==> config.mk <==
export PLATFORM = sky130hd
export DESIGN_NAME = k_way_sorted_merge
export DESIGN_NICKNAME = d
export VERILOG_FILES = /design/src/design/kwsm_pkg.sv /design/src/design/k_way_sorted_merge.sv /design/src/design/kwsm_ram.sv /design/src/design/kwsm_ctrl.sv /design/src/design/kwsm_dp.sv
export VERILOG_INCLUDE_DIRS = /design/src /design/src/design
export SDC_FILE = /design/constraint.sdc
export NUM_CORES = 2
export LEC_CHECK = 0
export ABC_AREA = 1
export BUFFER_PORTS_ARGS = -buffer_cell sky130_fd_sc_hd__buf_2
export CAP_MARGIN = 0
export CORE_ASPECT_RATIO = 0.75
export CORE_UTILIZATION = 55
export DETAILED_ROUTE_END_ITERATION = 8
export PLACE_DENSITY_LB_ADDON = 0.2
export SLEW_MARGIN = 20
export SYNTH_ARGS = -nofsm -noshare
export SYNTH_HDL_FRONTEND = slang
export SYNTH_SLANG_ARGS = --single-unit
==> constraint.sdc <==
create_clock -name clk_i -period 8.83 [get_ports clk_i]
set_input_delay 2.649 -clock clk_i [delete_from_list [all_inputs] [get_ports clk_i]]
set_output_delay 2.649 -clock clk_i [all_outputs]
set_load 0.01 [all_outputs]
==> src/design/k_way_sorted_merge_assert.svh <==
// Assertion macros for the k-way sorted merge.
// Included by kwsm_dp, which checks its own logic; needs nothing else.
`ifndef K_WAY_SORTED_MERGE_ASSERT_SVH
`define K_WAY_SORTED_MERGE_ASSERT_SVH

// Same-cycle implication, checked outside reset.
`define KWSM_ASSERT(label, clk, rst_n, ante, cons) \
  label: assert property (@(posedge clk) disable iff (!rst_n) (ante) |-> (cons)) \
    else $error("kwsm assertion failed");

// Next-cycle implication, checked outside reset.
`define KWSM_ASSERT_NEXT(label, clk, rst_n, ante, cons) \
  label: assert property (@(posedge clk) disable iff (!rst_n) (ante) |=> (cons)) \
    else $error("kwsm assertion failed");

`endif

==> src/design/kwsm_pkg.sv <==
// Shared types and constants for the k-way sorted merge.
// Used by the controller, the datapath and the top level; depends on nothing.
package kwsm_pkg;

  localparam int unsigned LANES_DEF      = 8;
  localparam int unsigned FIFO_DEPTH_DEF = 8;
  localparam int unsigned MAX_OUT        = 64;

  localparam int unsigned LANE_W   = 3;
  localparam int unsigned VALUE_W  = 32;
  localparam int unsigned CFG_W    = 4;
  localparam int unsigned CMP_W    = 5;
  localparam int unsigned RESCNT_W = 7;

  localparam logic [CFG_W-1:0] LANES_USED_RST = 4'd8;

  typedef enum logic [1:0] {
    ST_DATA   = 2'd0,
    ST_FULL   = 2'd1,
    ST_CLOSED = 2'd2,
    ST_END    = 2'd3
  } kwsm_status_e;

  typedef enum logic [2:0] {
    S_IDLE,
    S_CHECK,
    S_EVAL,
    S_SCAN,
    S_TAIL,
    S_POP,
    S_MARK,
    S_LAST
  } kwsm_state_e;

  typedef struct packed {
    logic idle;
    logic accept;
    logic check;
    logic scan_start;
    logic scan_step;
    logic scan_tail;
    logic pop;
    logic clear;
    logic mark;
    logic last;
    logic set_done;
  } kwsm_cmd_t;

  typedef struct packed {
    logic blocked;
    logic any_cand;
    logic all_done;
    logic cap_hit;
    logic scan_last;
    logic pend_valid;
    logic out_free;
    logic emitted;
  } kwsm_stat_t;

endpackage

==> src/design/k_way_sorted_merge.sv <==
// K-way merge of ascending signed streams into one ascending stream.
// Input channel (in_valid_i / in_stall_o): one item per handshake, carrying a
//   lane index, a value, has_value_i and lane_end_i. Items go into per-lane
//   FIFOs of FIFO_DEPTH entries held in one shared RAM.
// Output channel (out_valid_o / out_stall_i): merged values, drop flags for
//   items sent to a full FIFO or a closed or unused lane, and an end marker
//   when a merge completes without data. run_last_o tags the last result an
//   item causes; merge_done_o tags the final result of a complete merge.
// Config channel (cfg_valid_i / cfg_ready_o): writes lanes_used; ready only
//   while the block is idle.
// Sequence: an item that yields no data passes accept, check, evaluate and
//   finish; an end marker adds a mark step, and each merged value adds a
//   head scan, which reads one lane's FIFO head from the RAM per cycle, a
//   tail step, a pop and a new evaluate. A new item is taken only after all
//   results of the previous one have reached the output register.
// Reset clears all lanes (open, empty) and sets lanes_used to 8.
// While the receiver stalls, the output register holds its result and one
//   further result waits in a pending stage; the sequencer then pauses.
module k_way_sorted_merge import kwsm_pkg::*; #(
  parameter int unsigned LANES      = LANES_DEF,
  parameter int unsigned FIFO_DEPTH = FIFO_DEPTH_DEF
) (
  input  logic                      clk_i,
  input  logic                      rst_ni,
  input  logic                      in_valid_i,
  output logic                      in_stall_o,
  input  logic [LANE_W-1:0]         lane_i,
  input  logic signed [VALUE_W-1:0] value_i,
  input  logic                      has_value_i,
  input  logic                      lane_end_i,
  output logic                      out_valid_o,
  input  logic                      out_stall_i,
  output logic signed [VALUE_W-1:0] merged_value_o,
  output logic [LANE_W-1:0]         source_lane_o,
  output logic [1:0]                status_o,
  output logic                      merge_done_o,
  output logic                      run_last_o,
  input  logic                      cfg_valid_i,
  output logic                      cfg_ready_o,
  input  logic [CFG_W-1:0]          cfg_data_i
);

  kwsm_cmd_t  cmd;
  kwsm_stat_t stat;

  kwsm_ctrl u_ctrl (
    .clk_i      (clk_i),
    .rst_ni     (rst_ni),
    .in_valid_i (in_valid_i),
    .in_stall_o (in_stall_o),
    .stat_i     (stat),
    .cmd_o      (cmd)
  );

  kwsm_dp #(
    .LANES      (LANES),
    .FIFO_DEPTH (FIFO_DEPTH)
  ) u_dp (
    .clk_i          (clk_i),
    .rst_ni         (rst_ni),
    .cmd_i          (cmd),
    .stat_o         (stat),
    .cfg_valid_i    (cfg_valid_i),
    .cfg_data_i     (cfg_data_i),
    .lane_i         (lane_i),
    .value_i        (value_i),
    .has_value_i    (has_value_i),
    .lane_end_i     (lane_end_i),
    .out_stall_i    (out_stall_i),
    .out_valid_o    (out_valid_o),
    .merged_value_o (merged_value_o),
    .source_lane_o  (source_lane_o),
    .status_o       (status_o),
    .merge_done_o   (merge_done_o),
    .run_last_o     (run_last_o)
  );

  assign cfg_ready_o = cmd.idle;

endmodule

==> src/design/kwsm_ram.sv <==
// Generic single-write, single-read RAM with registered read data.
// Holds the per-lane FIFO entries; no dependencies.
module kwsm_ram #(
  parameter int unsigned WIDTH = 32,
  parameter int unsigned DEPTH = 64
) (
  input  logic                     clk_i,
  input  logic                     we_i,
  input  logic [$clog2(DEPTH)-1:0] waddr_i,
  input  logic [WIDTH-1:0]         wdata_i,
  input  logic [$clog2(DEPTH)-1:0] raddr_i,
  output logic [WIDTH-1:0]         rdata_o
);

  logic [WIDTH-1:0] mem_q [DEPTH];
  logic [WIDTH-1:0] rdata_q;

  always_ff @(posedge clk_i) begin
    if (we_i) begin
      mem_q[waddr_i] <= wdata_i;
    end
    rdata_q <= mem_q[raddr_i];
  end

  assign rdata_o = rdata_q;

endmodule

==> src/design/kwsm_ctrl.sv <==
// Controller for the k-way sorted merge: sequences check, scan, pop and finish.
// Depends on kwsm_pkg for the state enum and the command/status structs.
module kwsm_ctrl import kwsm_pkg::*; (
  input  logic       clk_i,
  input  logic       rst_ni,
  input  logic       in_valid_i,
  output logic       in_stall_o,
  input  kwsm_stat_t stat_i,
  output kwsm_cmd_t  cmd_o
);

  kwsm_state_e state_q, state_d;
  logic        done_q, done_d;

  always_ff @(posedge clk_i or negedge rst_ni) begin
    if (!rst_ni) begin
      state_q <= S_IDLE;
      done_q  <= 1'b0;
    end else begin
      state_q <= state_d;
      done_q  <= done_d;
    end
  end

  always_comb begin
    state_d = state_q;
    done_d  = done_q;
    cmd_o   = '0;
    unique case (state_q)
      S_IDLE: begin
        cmd_o.idle = 1'b1;
        if (in_valid_i) begin
          cmd_o.accept = 1'b1;
          state_d      = S_CHECK;
        end
      end
      S_CHECK: begin
        cmd_o.check = 1'b1;
        state_d     = S_EVAL;
      end
      S_EVAL: begin
        if (!stat_i.cap_hit && !stat_i.blocked && stat_i.any_cand) begin
          cmd_o.scan_start = 1'b1;
          state_d          = S_SCAN;
        end else begin
          // no pop: rearm all lanes if merge complete, then close out the item
          cmd_o.clear = stat_i.all_done;
          done_d      = stat_i.all_done;
          state_d     = (stat_i.all_done && !stat_i.emitted) ? S_MARK : S_LAST;
        end
      end
      S_SCAN: begin
        cmd_o.scan_step = 1'b1;
        if (stat_i.scan_last) begin
          state_d = S_TAIL;
        end
      end
      S_TAIL: begin
        cmd_o.scan_tail = 1'b1;
        state_d         = S_POP;
      end
      S_POP: begin
        if (!stat_i.pend_valid || stat_i.out_free) begin
          cmd_o.pop = 1'b1;
          state_d   = S_EVAL;
        end
      end
      S_MARK: begin
        if (!stat_i.pend_valid || stat_i.out_free) begin
          cmd_o.mark = 1'b1;
          state_d    = S_LAST;
        end
      end
      S_LAST: begin
        if (!stat_i.pend_valid) begin
          state_d = S_IDLE;
        end else if (stat_i.out_free) begin
          cmd_o.last     = 1'b1;
          cmd_o.set_done = done_q;
          state_d        = S_IDLE;
        end
      end
      default: begin
        state_d = S_IDLE;
      end
    endcase
  end

  assign in_stall_o = !cmd_o.idle;

endmodule

==> src/design/kwsm_dp.sv <==
// Datapath for the k-way sorted merge: lane FIFO state, head scan, result registers.
// Depends on kwsm_pkg, kwsm_ram and the assertion macro header.
`include "k_way_sorted_merge_assert.svh"

module kwsm_dp import kwsm_pkg::*; #(
  parameter int unsigned LANES      = LANES_DEF,
  parameter int unsigned FIFO_DEPTH = FIFO_DEPTH_DEF
) (
  input  logic                      clk_i,
  input  logic                      rst_ni,
  input  kwsm_cmd_t                 cmd_i,
  output kwsm_stat_t                stat_o,
  input  logic                      cfg_valid_i,
  input  logic [CFG_W-1:0]          cfg_data_i,
  input  logic [LANE_W-1:0]         lane_i,
  input  logic signed [VALUE_W-1:0] value_i,
  input  logic                      has_value_i,
  input  logic                      lane_end_i,
  input  logic                      out_stall_i,
  output logic                      out_valid_o,
  output logic signed [VALUE_W-1:0] merged_value_o,
  output logic [LANE_W-1:0]         source_lane_o,
  output logic [1:0]                status_o,
  output logic                      merge_done_o,
  output logic                      run_last_o
);

  localparam int unsigned LW = $clog2(LANES);
  localparam int unsigned PW = $clog2(FIFO_DEPTH);
  localparam int unsigned CW = $clog2(FIFO_DEPTH + 1);
  localparam int unsigned AW = $clog2(LANES * FIFO_DEPTH);
  localparam int unsigned UW = $clog2(LANES + 1);

  // configuration
  logic [CFG_W-1:0] lanes_used_q;
  logic [UW-1:0]    used;
  logic [LANES-1:0] used_mask;

  // latched input item
  logic [LANE_W-1:0]         in_lane_q;
  logic signed [VALUE_W-1:0] in_val_q;
  logic                      in_has_q;
  logic                      in_end_q;

  // lane state
  logic [CW-1:0]    count_q  [LANES];
  logic [PW-1:0]    rd_ptr_q [LANES];
  logic [PW-1:0]    wr_ptr_q [LANES];
  logic [LANES-1:0] nonempty_q;
  logic [LANES-1:0] closed_q;
  logic [LANES-1:0] cand;

  // scan
  logic [LW-1:0]             sel_q;
  logic [LW-1:0]             rd_lane_q;
  logic                      rd_vld_q;
  logic [LW-1:0]             best_lane_q;
  logic signed [VALUE_W-1:0] best_val_q;
  logic                      best_vld_q;
  logic                      take;
  logic [LW-1:0]             best_lane_nx;

  // memory
  logic               ram_we;
  logic [AW-1:0]      ram_waddr;
  logic [AW-1:0]      ram_raddr;
  logic [VALUE_W-1:0] ram_rdata;

  // per-item result bookkeeping
  logic [RESCNT_W-1:0]       res_cnt_q;
  logic                      emitted_q;
  logic                      pend_vld_q;
  logic signed [VALUE_W-1:0] pend_val_q;
  logic [LANE_W-1:0]         pend_lane_q;
  kwsm_status_e              pend_st_q;
  logic                      pend_done_q;

  // drop decision
  logic         bad_lane;
  logic         drop;
  kwsm_status_e drop_code;
  logic         push;

  // output register
  logic                      out_valid_q;
  logic signed [VALUE_W-1:0] out_val_q;
  logic [LANE_W-1:0]         out_lane_q;
  kwsm_status_e              out_st_q;
  logic                      out_done_q;
  logic                      out_last_q;
  logic                      out_free;
  logic                      out_load;

  // ---------------------------------------------------------------- config
  always_ff @(posedge clk_i or negedge rst_ni) begin
    if (!rst_ni) begin
      lanes_used_q <= LANES_USED_RST;
    end else if (cfg_valid_i && cmd_i.idle) begin
      lanes_used_q <= cfg_data_i;
    end
  end

  // clamp the lane count to 1..LANES
  always_comb begin
    if (lanes_used_q == '0) begin
      used = UW'(1);
    end else if (CMP_W'(lanes_used_q) > CMP_W'(LANES)) begin
      used = UW'(LANES);
    end else begin
      used = UW'(lanes_used_q);
    end
    for (int i = 0; i < LANES; i++) begin
      used_mask[i] = (i < int'(used));
    end
  end

  assign cand = used_mask & nonempty_q;

  // ---------------------------------------------------------------- input
  always_ff @(posedge clk_i) begin
    if (cmd_i.accept) begin
      in_lane_q <= lane_i;
      in_val_q  <= value_i;
      in_has_q  <= has_value_i;
      in_end_q  <= lane_end_i;
    end
  end

  assign bad_lane = CMP_W'(in_lane_q) >= CMP_W'(used);

  always_comb begin
    drop      = 1'b0;
    drop_code = ST_CLOSED;
    if (bad_lane || closed_q[sel_q]) begin
      drop      = 1'b1;
      drop_code = ST_CLOSED;
    end else if (in_has_q && (count_q[sel_q] == CW'(FIFO_DEPTH))) begin
      drop      = 1'b1;
      drop_code = ST_FULL;
    end
  end

  assign push = cmd_i.check && !drop;

  // ---------------------------------------------------------------- lanes
  always_ff @(posedge clk_i or negedge rst_ni) begin
    if (!rst_ni) begin
      for (int i = 0; i < LANES; i++) begin
        count_q[i]  <= '0;
        rd_ptr_q[i] <= '0;
        wr_ptr_q[i] <= '0;
      end
      nonempty_q <= '0;
      closed_q   <= '0;
    end else if (cmd_i.clear) begin
      for (int i = 0; i < LANES; i++) begin
        count_q[i]  <= '0;
        rd_ptr_q[i] <= '0;
        wr_ptr_q[i] <= '0;
      end
      nonempty_q <= '0;
      closed_q   <= '0;
    end else if (push) begin
      if (in_has_q) begin
        wr_ptr_q[sel_q]   <= (wr_ptr_q[sel_q] == PW'(FIFO_DEPTH - 1)) ? '0
                             : wr_ptr_q[sel_q] + 1'b1;
        count_q[sel_q]    <= count_q[sel_q] + 1'b1;
        nonempty_q[sel_q] <= 1'b1;
      end
      if (in_end_q) begin
        closed_q[sel_q] <= 1'b1;
      end
    end else if (cmd_i.pop) begin
      rd_ptr_q[sel_q]   <= (rd_ptr_q[sel_q] == PW'(FIFO_DEPTH - 1)) ? '0
                           : rd_ptr_q[sel_q] + 1'b1;
      count_q[sel_q]    <= count_q[sel_q] - 1'b1;
      nonempty_q[sel_q] <= (count_q[sel_q] != CW'(1));
    end
  end

  assign ram_we    = push && in_has_q;
  assign ram_waddr = AW'(AW'(sel_q) * AW'(FIFO_DEPTH) + AW'(wr_ptr_q[sel_q]));
  assign ram_raddr = AW'(AW'(sel_q) * AW'(FIFO_DEPTH) + AW'(rd_ptr_q[sel_q]));

  kwsm_ram #(
    .WIDTH (VALUE_W),
    .DEPTH (LANES * FIFO_DEPTH)
  ) u_ram (
    .clk_i   (clk_i),
    .we_i    (ram_we),
    .waddr_i (ram_waddr),
    .wdata_i (in_val_q),
    .raddr_i (ram_raddr),
    .rdata_o (ram_rdata)
  );

  // ---------------------------------------------------------------- scan
  // strict less-than keeps the lower lane on ties, lanes are visited in order
  assign take = rd_vld_q && (!best_vld_q || ($signed(ram_rdata) < best_val_q));
  assign best_lane_nx = take ? rd_lane_q : best_lane_q;

  always_ff @(posedge clk_i or negedge rst_ni) begin
    if (!rst_ni) begin
      sel_q      <= '0;
      rd_vld_q   <= 1'b0;
      best_vld_q <= 1'b0;
    end else begin
      if (cmd_i.accept) begin
        sel_q <= LW'(lane_i);
      end else if (cmd_i.scan_start) begin
        sel_q <= '0;
      end else if (cmd_i.scan_step && !stat_o.scan_last) begin
        sel_q <= sel_q + 1'b1;
      end else if (cmd_i.scan_tail) begin
        sel_q <= best_lane_nx;
      end
      rd_vld_q <= cmd_i.scan_step && cand[sel_q];
      if (cmd_i.scan_start) begin
        best_vld_q <= 1'b0;
      end else if ((cmd_i.scan_step || cmd_i.scan_tail) && take) begin
        best_vld_q <= 1'b1;
      end
    end
  end

  always_ff @(posedge clk_i) begin
    rd_lane_q <= sel_q;
    if ((cmd_i.scan_step || cmd_i.scan_tail) && take) begin
      best_val_q  <= $signed(ram_rdata);
      best_lane_q <= rd_lane_q;
    end
  end

  // ---------------------------------------------------------------- results
  // pend holds the newest result until we know whether it closes the item
  always_ff @(posedge clk_i or negedge rst_ni) begin
    if (!rst_ni) begin
      pend_vld_q <= 1'b0;
      res_cnt_q  <= '0;
      emitted_q  <= 1'b0;
    end else begin
      if (cmd_i.accept) begin
        pend_vld_q <= 1'b0;
        res_cnt_q  <= '0;
        emitted_q  <= 1'b0;
      end else if ((cmd_i.check && drop) || cmd_i.pop || cmd_i.mark) begin
        pend_vld_q <= 1'b1;
        res_cnt_q  <= res_cnt_q + 1'b1;
        if (cmd_i.pop) begin
          emitted_q <= 1'b1;
        end
      end else if (cmd_i.last) begin
        pend_vld_q <= 1'b0;
      end
    end
  end

  always_ff @(posedge clk_i) begin
    if (cmd_i.check && drop) begin
      pend_val_q  <= '0;
      pend_lane_q <= in_lane_q;
      pend_st_q   <= drop_code;
      pend_done_q <= 1'b0;
    end else if (cmd_i.pop) begin
      pend_val_q  <= best_val_q;
      pend_lane_q <= LANE_W'(best_lane_q);
      pend_st_q   <= ST_DATA;
      pend_done_q <= 1'b0;
    end else if (cmd_i.mark) begin
      pend_val_q  <= '0;
      pend_lane_q <= in_lane_q;
      pend_st_q   <= ST_END;
      pend_done_q <= 1'b1;
    end
  end

  assign out_free = !out_valid_q || !out_stall_i;
  assign out_load = ((cmd_i.pop || cmd_i.mark) && pend_vld_q) || cmd_i.last;

  always_ff @(posedge clk_i or negedge rst_ni) begin
    if (!rst_ni) begin
      out_valid_q <= 1'b0;
    end else if (out_load) begin
      out_valid_q <= 1'b1;
    end else if (!out_stall_i) begin
      out_valid_q <= 1'b0;
    end
  end

  always_ff @(posedge clk_i) begin
    if (out_load) begin
      out_val_q  <= pend_val_q;
      out_lane_q <= pend_lane_q;
      out_st_q   <= pend_st_q;
      out_done_q <= pend_done_q || (cmd_i.last && cmd_i.set_done);
      out_last_q <= cmd_i.last;
    end
  end

  assign out_valid_o    = out_valid_q;
  assign merged_value_o = out_val_q;
  assign source_lane_o  = out_lane_q;
  assign status_o       = out_st_q;
  assign merge_done_o   = out_done_q;
  assign run_last_o     = out_last_q;

  // ---------------------------------------------------------------- status
  always_comb begin
    stat_o            = '0;
    stat_o.blocked    = |(used_mask & ~nonempty_q & ~closed_q);
    stat_o.any_cand   = |cand;
    stat_o.all_done   = ~|(used_mask & (~closed_q | nonempty_q));
    stat_o.cap_hit    = (res_cnt_q == RESCNT_W'(MAX_OUT));
    stat_o.scan_last  = (sel_q == LW'(LANES - 1));
    stat_o.pend_valid = pend_vld_q;
    stat_o.out_free   = out_free;
    stat_o.emitted    = emitted_q;
  end

  // ---------------------------------------------------------------- checks
  `KWSM_ASSERT(a_out_load_free, clk_i, rst_ni, out_load && out_valid_q, !out_stall_i)
  `KWSM_ASSERT(a_pop_has_best, clk_i, rst_ni, cmd_i.pop, best_vld_q)
  `KWSM_ASSERT_NEXT(a_tail_finds_head, clk_i, rst_ni, cmd_i.scan_tail, best_vld_q)
  `KWSM_ASSERT(a_done_is_last, clk_i, rst_ni, out_valid_q && out_done_q, out_last_q)

endmodule

# [Word level (Yosys, flattened, before mapping)]
# Memory sizes are Yosys's and may differ from the RTL's. A register that Yosys moved wholly into a read port is not among the register bits.
# Index checks and enable logic that the tools add are counted.
[classes] order_cmp=15 n_eq_ne=21 n_mux=100 n_bitwise=11 n_addsub=8 reduce_logical=62
[op_table] op="$mux 32" n=6
[op_table] op="$mux 24" n=6
[op_table] op="$mux 3" n=22
[op_table] op="$bwmux 32" n=2
[op_table] op="$mux 8" n=7
[op_table] op="$bwmux 24" n=2
[op_table] op="$and 8x8->8" n=4
[op_table] op="$lt 32x32->1" n=1
[op_table] op="$mux 1" n=29
[op_table] op="$or 8x8->8" n=3
[op_table] op="$pmux 3 s8" n=1
[op_table] op="$reduce_or 8->1" n=3
[op_table] op="$eq 3x3->1 const B" n=7
[op_table] op="$mux 4" n=5
[op_table] op="$bmux 3 s3" n=2
[op_table] op="$mux 2" n=9
[op_table] op="$logic_and 1x1->1" n=16
[op_table] op="$lt 3x4->1 const A" n=4
[op_table] op="$not 8->8" n=2
[op_table] op="$reduce_bool 2->1" n=8
[op_table] op="$mux 7" n=2
[op_table] op="$add 6x3->6" n=2
[op_table] op="$bmux 4 s3" n=1
[op_table] op="$demux 4 s3" n=1
[op_table] op="36 further kinds" n=72
[totals] elab_cells=270 input_bits=46 output_inout_bits=42 mem_bits_rw=2048 register_bits=271 mem_count=1
[mem_list] name="u_dp.u_ram.mem_q" depth=64 width=32 read_ports=1 rd_clocked_by_memory_dff=1 wr=1 line_no="kwsm_ram.sv:15" source="logic [WIDTH-1:0] mem_q [DEPTH];"

# [Depth between registers and ports, before layout]
[depth] depth_word=14 ltp_mapped=22 ltp_nobuf=20

# [Modules after synthesis]
# Synthesis repeated with hierarchy kept, for this count alone.
[unflattened] hier_cells=8049 hier_area_um2=94969.8
[by_module_without_submodules] mod="kwsm_ram" area_each_um2=82735.6 seq_area_each_um2=62139.6 cells_each=6770 n_inst=1
[by_module_without_submodules] mod="kwsm_dp" area_each_um2=11866.4 seq_area_each_um2=7083.0 cells_each=1218 n_inst=1
[by_module_without_submodules] mod="kwsm_ctrl" area_each_um2=367.9 seq_area_each_um2=100.1 cells_each=61 n_inst=1

# [Worst setup path before layout]
# No wires, ideal clock.
[synth_timing] path_kind="input -> register" from="input port out_stall_i" to="register u_dp.out_done_q, in the netlist u_dp.merge_done_o, enable pin" arrival_ns=6.025 slack_ns=2.315 cell_stages=6 path_buffers=1 path_cell_list="nand2_1 -> nor2_1 -> inv_1 -> o21ai_1 -> clkbuf_1 -> o21ai_0"
[synth_between] elab_chain_cells=8
[synth_lines] item="from (decl)" line_no="k_way_sorted_merge.sv:32" source="input logic out_stall_i,"
[synth_lines] item="$logic_not 1->1 (*)" line_no="kwsm_dp.sv:277" source="assign out_free = !out_valid_q || !out_stall_i;"
[synth_lines] item="$logic_or 1x1->1 (*)" line_no="kwsm_dp.sv:277"
[synth_lines] item="$logic_or 1x1->1" line_no="kwsm_ctrl.sv:63, kwsm_ctrl.sv:69"
[synth_lines] item="$mux 1" line_no="kwsm_ctrl.sv:63, kwsm_ctrl.sv:69"
[synth_lines] item="$mux 1" line_no="kwsm_ctrl.sv:29" source="unique case (state_q)"
[synth_lines] item="$logic_or 1x1->1" line_no="kwsm_dp.sv:278" source="assign out_load = ((cmd_i.pop || cmd_i.mark) && pend_vld_q) || cmd_i.last;"
[synth_lines] item="$logic_and 1x1->1" line_no="kwsm_dp.sv:278"
[synth_lines] item="$logic_or 1x1->1 (*)" line_no="kwsm_dp.sv:278"
[synth_lines] item="net u_dp.out_load" line_no="kwsm_dp.sv:92" source="logic out_load;"
[synth_lines] item="to (signal assigned)" line_no="kwsm_dp.sv:295" source="out_done_q <= pend_done_q || (cmd_i.last && cmd_i.set_done);"
[synth_lines] item="to (decl)" line_no="kwsm_dp.sv:89" source="logic out_done_q;"
# The timed path passes the listed nets; every way through them passes the cells marked *.
# A chain may end at the register's enable or synchronous reset.

# [Worst setup path in the final report]
[layout_timing] from="register u_dp.sel_q[1]" to="memory u_dp.u_ram.mem_q[13][14], enable pin"
[layout_between] elab_chain_cells=13
[layout_lines] item="from (decl)" line_no="kwsm_dp.sv:54" source="logic [LW-1:0] sel_q;"
[layout_lines] item="from (signal assigned)" line_no="kwsm_dp.sv:209" source="sel_q <= LW'(lane_i);"
[layout_lines] item="from (signal assigned)" line_no="kwsm_dp.sv:213" source="sel_q <= sel_q + 1'b1;"
[layout_lines] item="from (signal assigned)" line_no="kwsm_dp.sv:215" source="sel_q <= best_lane_nx;"
[layout_lines] item="$not 3->4 (implied by the code)" line_no="kwsm_dp.sv:137, kwsm_dp.sv:182"
[layout_lines] item="$bmux 4 s3" line_no="kwsm_dp.sv:137" source="end else if (in_has_q && (count_q[sel_q] == CW'(FIFO_DEPTH))) begin"
[layout_lines] item="$mux 4 (implied by the code) (2 in series)" line_no="kwsm_dp.sv:137"
[layout_lines] item="$eq 4x4->1" line_no="kwsm_dp.sv:137"
[layout_lines] item="$logic_and 1x1->1" line_no="kwsm_dp.sv:137"
[layout_lines] item="$mux 1" line_no="kwsm_dp.sv:137"
[layout_lines] item="$mux 1" line_no="kwsm_dp.sv:134" source="if (bad_lane || closed_q[sel_q]) begin"
[layout_lines] item="$logic_not 1->1" line_no="kwsm_dp.sv:143" source="assign push = cmd_i.check && !drop;"
[layout_lines] item="$logic_and 1x1->1" line_no="kwsm_dp.sv:143"
[layout_lines] item="$logic_and 1x1->1" line_no="kwsm_dp.sv:181" source="assign ram_we = push && in_has_q;"
[layout_lines] item="$mux 1" line_no="kwsm_ram.sv:19" source="if (we_i) begin"
[layout_lines] item="$mux 1 (implied by the code)" line_no="kwsm_ram.sv:20" source="mem_q[waddr_i] <= wdata_i;"
[layout_lines] item="to (decl)" line_no="kwsm_ram.sv:15"
# Parallel ways exist; a longest one is shown, timed or not. The select of a mux whose other input is x is not followed.

==> summary.json <==
{
  "outcome": {
    "outcome": "finished, final reports clean"
  },
  "global_routing": {
    "largest_net_degree_at_the_start_of_global_routing": 187,
    "grt_remaining_overflow": 0,
    "antenna_found_initial": 15,
    "overall_global_routing_resource_usage_pct": 31.3,
    "first_global_vias": 57771,
    "grt_first_pass_wirelength_mm": 400
  },
  "timing": {
    "report.final.hold_viol_count": 0,
    "slew_headroom_pct": 20.3,
    "finalCriticalPeriod_ns": 6.07,
    "worst-slew-pin-transition_ns": 1.20,
    "finalClockSkew_ns": 0.0318,
    "setup_slack_ns": 2.76,
    "fin_crit_sh_pct": 68.8,
    "final-setup-viol-count": 0,
    "final.setup.tns_ns": 0,
    "unrepaired_setup_endpoints_after_global_routing": "no",
    "final-max-slew-violation-count": 0,
    "clock.fmax_mhz": 165
  },
  "logic_synthesis": {
    "synth_most_common_cell": "sky130_fd_sc_hd__edfxtp_1",
    "yosys_warnings": 0,
    "ys.flop_type": "sky130_fd_sc_hd__edfxtp_1",
    "synth_top_cell_area_share_pct": 67.6,
    "synth_adder_area_share_pct": 0.651,
    "postSynthAreaPerCell_um2": 12.5,
    "muxShareOfSynthArea_pct": 0.0117,
    "synth_top_cells_by_area": "sky130_fd_sc_hd__edfxtp_1, sky130_fd_sc_hd__nand2_1, sky130_fd_sc_hd__nand3_1, sky130_fd_sc_hd__o211ai_1, sky130_fd_sc_hd__or2_2",
    "netlist.top_cell.by_area": "sky130_fd_sc_hd__edfxtp_1",
    "synth.cells.most_frequent": "sky130_fd_sc_hd__edfxtp_1, sky130_fd_sc_hd__nand2_1, sky130_fd_sc_hd__nand3_1",
    "yosys.area_share.simple_pct": 17.2,
    "synthXorXnorAreaFrac_pct": 0.0742,
    "synth_edf_count": 2164,
    "synth_top_family_by_area": "simple AND/OR/NAND/NOR gates",
    "synth-async-reset-ratio_pct": 5.06,
    "yosysSeqAreaShare_pct": 72.1,
    "postSynthNetCount": 7811,
    "synth_compound_gate_area_share_pct": 6.95,
    "synth-seq-cells": 2351,
    "syn-instance-count": 7715,
    "synth_cell_types": 58,
    "post_synth_instance_area_um2": 96100
  },
  "final_layout": {
    "post_route_cells_drive_above_1_share_pct": 14.2,
    "final_util_pct": 60.7,
    "synthToLayoutAreaGrowth_pct": 9.35,
    "design_area_um2": 105000,
    "final_net_count": 7728,
    "n_fill_cell": 13282
  },
  "clock_tree": {
    "htree_levels": 4,
    "ctsRootBufferMaster": "sky130_fd_sc_hd__clkbuf_16",
    "tritoncts_num_sinks": 2351,
    "post-cts-setup-buffers": 0,
    "clk_latency_ns": 0.86,
    "clk_pin_slew_worst_paths_ns": 0.06,
    "cts_tree": "yes",
    "maximum_clock_insertion_buffer_count": 3,
    "post_cts_resized": 0,
    "cts_buf_count": 211,
    "holdBufCountCts": 0
  },
  "route": {
    "drt_first_iter_violations": 9068,
    "detailedRoute.firstPassIterationCount": 6,
    "avgRoutedWirePerCell_um": 27.7,
    "ant_nets": 0,
    "num_vias": 62255,
    "remaining_drc_errors": 0,
    "totalWireLength_mm": 279,
    "drt-vias-per-instance": 6.17
  },
  "hold_path": {
    "holdCritPathClass": "reg2reg"
  },
  "worst_setup_path": {
    "worstReg2RegEnd": "u_dp.u_ram.mem_q[13][14]",
    "critical_path.startpoint": "u_dp.sel_q[1]",
    "timing.reg2reg.setup_slack_ns": 2.76,
    "critical_path.startpoint_type": "register",
    "worstSetupEndpoint": "u_dp.u_ram.mem_q[13][14]",
    "path_max_fanout": 34,
    "number_of_cell_instances_on_the_worst_register_to_register_path": 16,
    "worstSetupEndpointType": "register",
    "critPathRequiredTime_ns": 9.29,
    "worstReg2RegStart": "u_dp.sel_q[1]",
    "critPathArrivalTime_ns": 6.53,
    "crit_type": "reg2reg"
  },
  "floorplan": {
    "core_region_area_um2": 173000,
    "die-height_um": 364,
    "pin_count": 88,
    "total_die_area_um2": 176000,
    "floorplan.die.width_um": 485,
    "rows": 132,
    "initial_utilization_pct": 55.5
  },
  "place": {
    "post-place-ws_ns": 2.79,
    "gp_routability_congestion": 0.968,
    "dp_hpwl_mm": 162,
    "placed_cell_area_um2": 98500,
    "buffer_ports.inserted": 87
  },
  "power_and_ir_drop": {
    "power_density_nw_per_um2": 391,
    "leakage_nw": 36.7,
    "vdd_drop_max_mv": 0.870
  },
  "run": {
    "cap_viol_max_count": 0
  }
}
-- metrics by stage --
| step | total power [W] | cells | hold slack (ns) |
|---|---|---|---|
| after CTS | 0.0406 | 10087 | 0.422 |
| after global routing | 0.0426 | 10090 | 0.440 |
| final | 0.0411 | 10091 | 0.423 |
| after floorplan | 0.0246 | 7715 | 0.392 |
| after detailed placement | 0.0319 | 9694 | 0.407 |
| after global placement | 0.0317 | 9694 | 0.407 |
-- metal layers --
metal	GRT usage (%)	routed length (um)	share of wire, %
met1	45.3	114000	41
met2	46.8	125000	45
met3	7.34	31400	11
met4	10.6	9570	3.4
met5	0	55	0.020
-- cells by family (layout without fill, tap and decap cells) --
kind of cell | after synthesis | in the layout
fa+ha+maj | 50 | 50
compound gates | 1027 | 1027
other cells | 0 | 1
mux | 1 | 1
simple gates | 3635 | 3635
xor+xnor | 6 | 6
flops | 2351 | 2351
buf+inv | 645 | 742
-- cell type report --
type                       count  area, um2  area share [%]
sequential                  2351      69300            66.0
multi-input combinational   4719      24400            23.3
clock buffer                 290       5760            5.48
tap                         2278       2850            2.71
timing repair buffer         182       1320            1.26
clock inverter               103        728           0.693
inverter                     167        681           0.648
antenna                        1       2.50         0.00238
-- worst max-delay path: stages (launching register included) --
cell and delay (ns):
sky130_fd_sc_hd__dfrtp_1 0.77, sky130_fd_sc_hd__nand2_1 0.16, sky130_fd_sc_hd__inv_2 0.46, sky130_fd_sc_hd__nand2_4 0.13, sky130_fd_sc_hd__inv_2 0.30, sky130_fd_sc_hd__a22o_1 0.21, sky130_fd_sc_hd__nor2_1 0.04, sky130_fd_sc_hd__nand4_1 0.14
sky130_fd_sc_hd__clkinv_1 0.37, sky130_fd_sc_hd__ha_1 0.32, sky130_fd_sc_hd__nand2_1 0.07, sky130_fd_sc_hd__inv_1 0.07, sky130_fd_sc_hd__nand3_1 0.14, sky130_fd_sc_hd__nand2_2 0.26, sky130_fd_sc_hd__nor2_4 0.41, sky130_fd_sc_hd__nand2_1 0.72
sky130_fd_sc_hd__nor2_4 1.08
-- power by group --
part | switching (W) | total (W) | internal, W
Clock | 0.00406 | 0.00882 | 0.00476
Combinational | 0.0143 | 0.0187 | 0.00447
Sequential | 0.000486 | 0.0136 | 0.0131
-- layout by cell type (no fill, tap or decap), types with 4 or more instances in the layout --
master                      synthesis  routed
sky130_fd_sc_hd__inv_4              8       7
sky130_fd_sc_hd__o211ai_1         547     547
sky130_fd_sc_hd__a22oi_1            4       4
sky130_fd_sc_hd__o22ai_1           29      29
sky130_fd_sc_hd__inv_1            146     145
sky130_fd_sc_hd__nand2_2           12      20
sky130_fd_sc_hd__bufinv_16          0       7
sky130_fd_sc_hd__inv_2              8       7
sky130_fd_sc_hd__clkinv_8           0       4
sky130_fd_sc_hd__clkbuf_8           0       7
sky130_fd_sc_hd__nor2_8             4       4
sky130_fd_sc_hd__a221oi_1           6       6
sky130_fd_sc_hd__buf_2            230      86
sky130_fd_sc_hd__ha_1              50      50
sky130_fd_sc_hd__o21a_1             5       5
sky130_fd_sc_hd__dfrtp_1          118     117
sky130_fd_sc_hd__nand2_4           10       9
sky130_fd_sc_hd__nand3_1          881     880
sky130_fd_sc_hd__a21oi_1           53      53
sky130_fd_sc_hd__clkinv_2           0      30
sky130_fd_sc_hd__edfxtp_1        2164    2164
sky130_fd_sc_hd__nor2_1           637     572
sky130_fd_sc_hd__nand4_1           50      50
sky130_fd_sc_hd__clkbuf_16          0     216
sky130_fd_sc_hd__nand2_1         1477    1468
sky130_fd_sc_hd__dfxtp_1           68      68
sky130_fd_sc_hd__nor3_1             4       4
sky130_fd_sc_hd__or2_2            520     520
sky130_fd_sc_hd__clkbuf_1         170      66
sky130_fd_sc_hd__a22o_1             6       6
sky130_fd_sc_hd__nor2_4             4      69
sky130_fd_sc_hd__buf_12             0       9
sky130_fd_sc_hd__clkinv_1           4      56
sky130_fd_sc_hd__o21ai_1           32      31
sky130_fd_sc_hd__inv_6              1       4
sky130_fd_sc_hd__o21ai_0          331     330
sky130_fd_sc_hd__or2_1             25      25
sky130_fd_sc_hd__buf_4             25      84
-- sequential cells by signal, indices dropped and copies added, names as in the netlist, 4 cells and up --
name,count
u_dp.best_val_q,32
u_dp.closed_q,8
u_dp.count_q,32
u_dp.in_val_q,32
u_dp.lanes_used_q,4
u_dp.merged_value_o,32
u_dp.nonempty_q,8
u_dp.pend_val_q,32
u_dp.rd_ptr_q,24
u_dp.res_cnt_q,7
u_dp.u_ram.mem_q,2048
u_dp.u_ram.rdata_o,32
u_dp.wr_ptr_q,24
-- worst min path at each step --
stage	endpoint	cells after the start	start
2_1_floorplan	u_dp.rd_lane_q[1]	0	u_dp.sel_q[1]
3_3_place_gp	u_dp.source_lane_o[1]	0	u_dp.pend_lane_q[1]
3_5_place_dp	u_dp.source_lane_o[0]	0	u_dp.pend_lane_q[0]
4_1_cts	u_dp.status_o[1]	0	u_dp.pend_st_q[1]
5_1_grt	u_dp.source_lane_o[0]	0	u_dp.pend_lane_q[0]
6_report	u_dp.source_lane_o[1]	0	u_dp.pend_lane_q[1]
(Power assumes the default switching activity.)
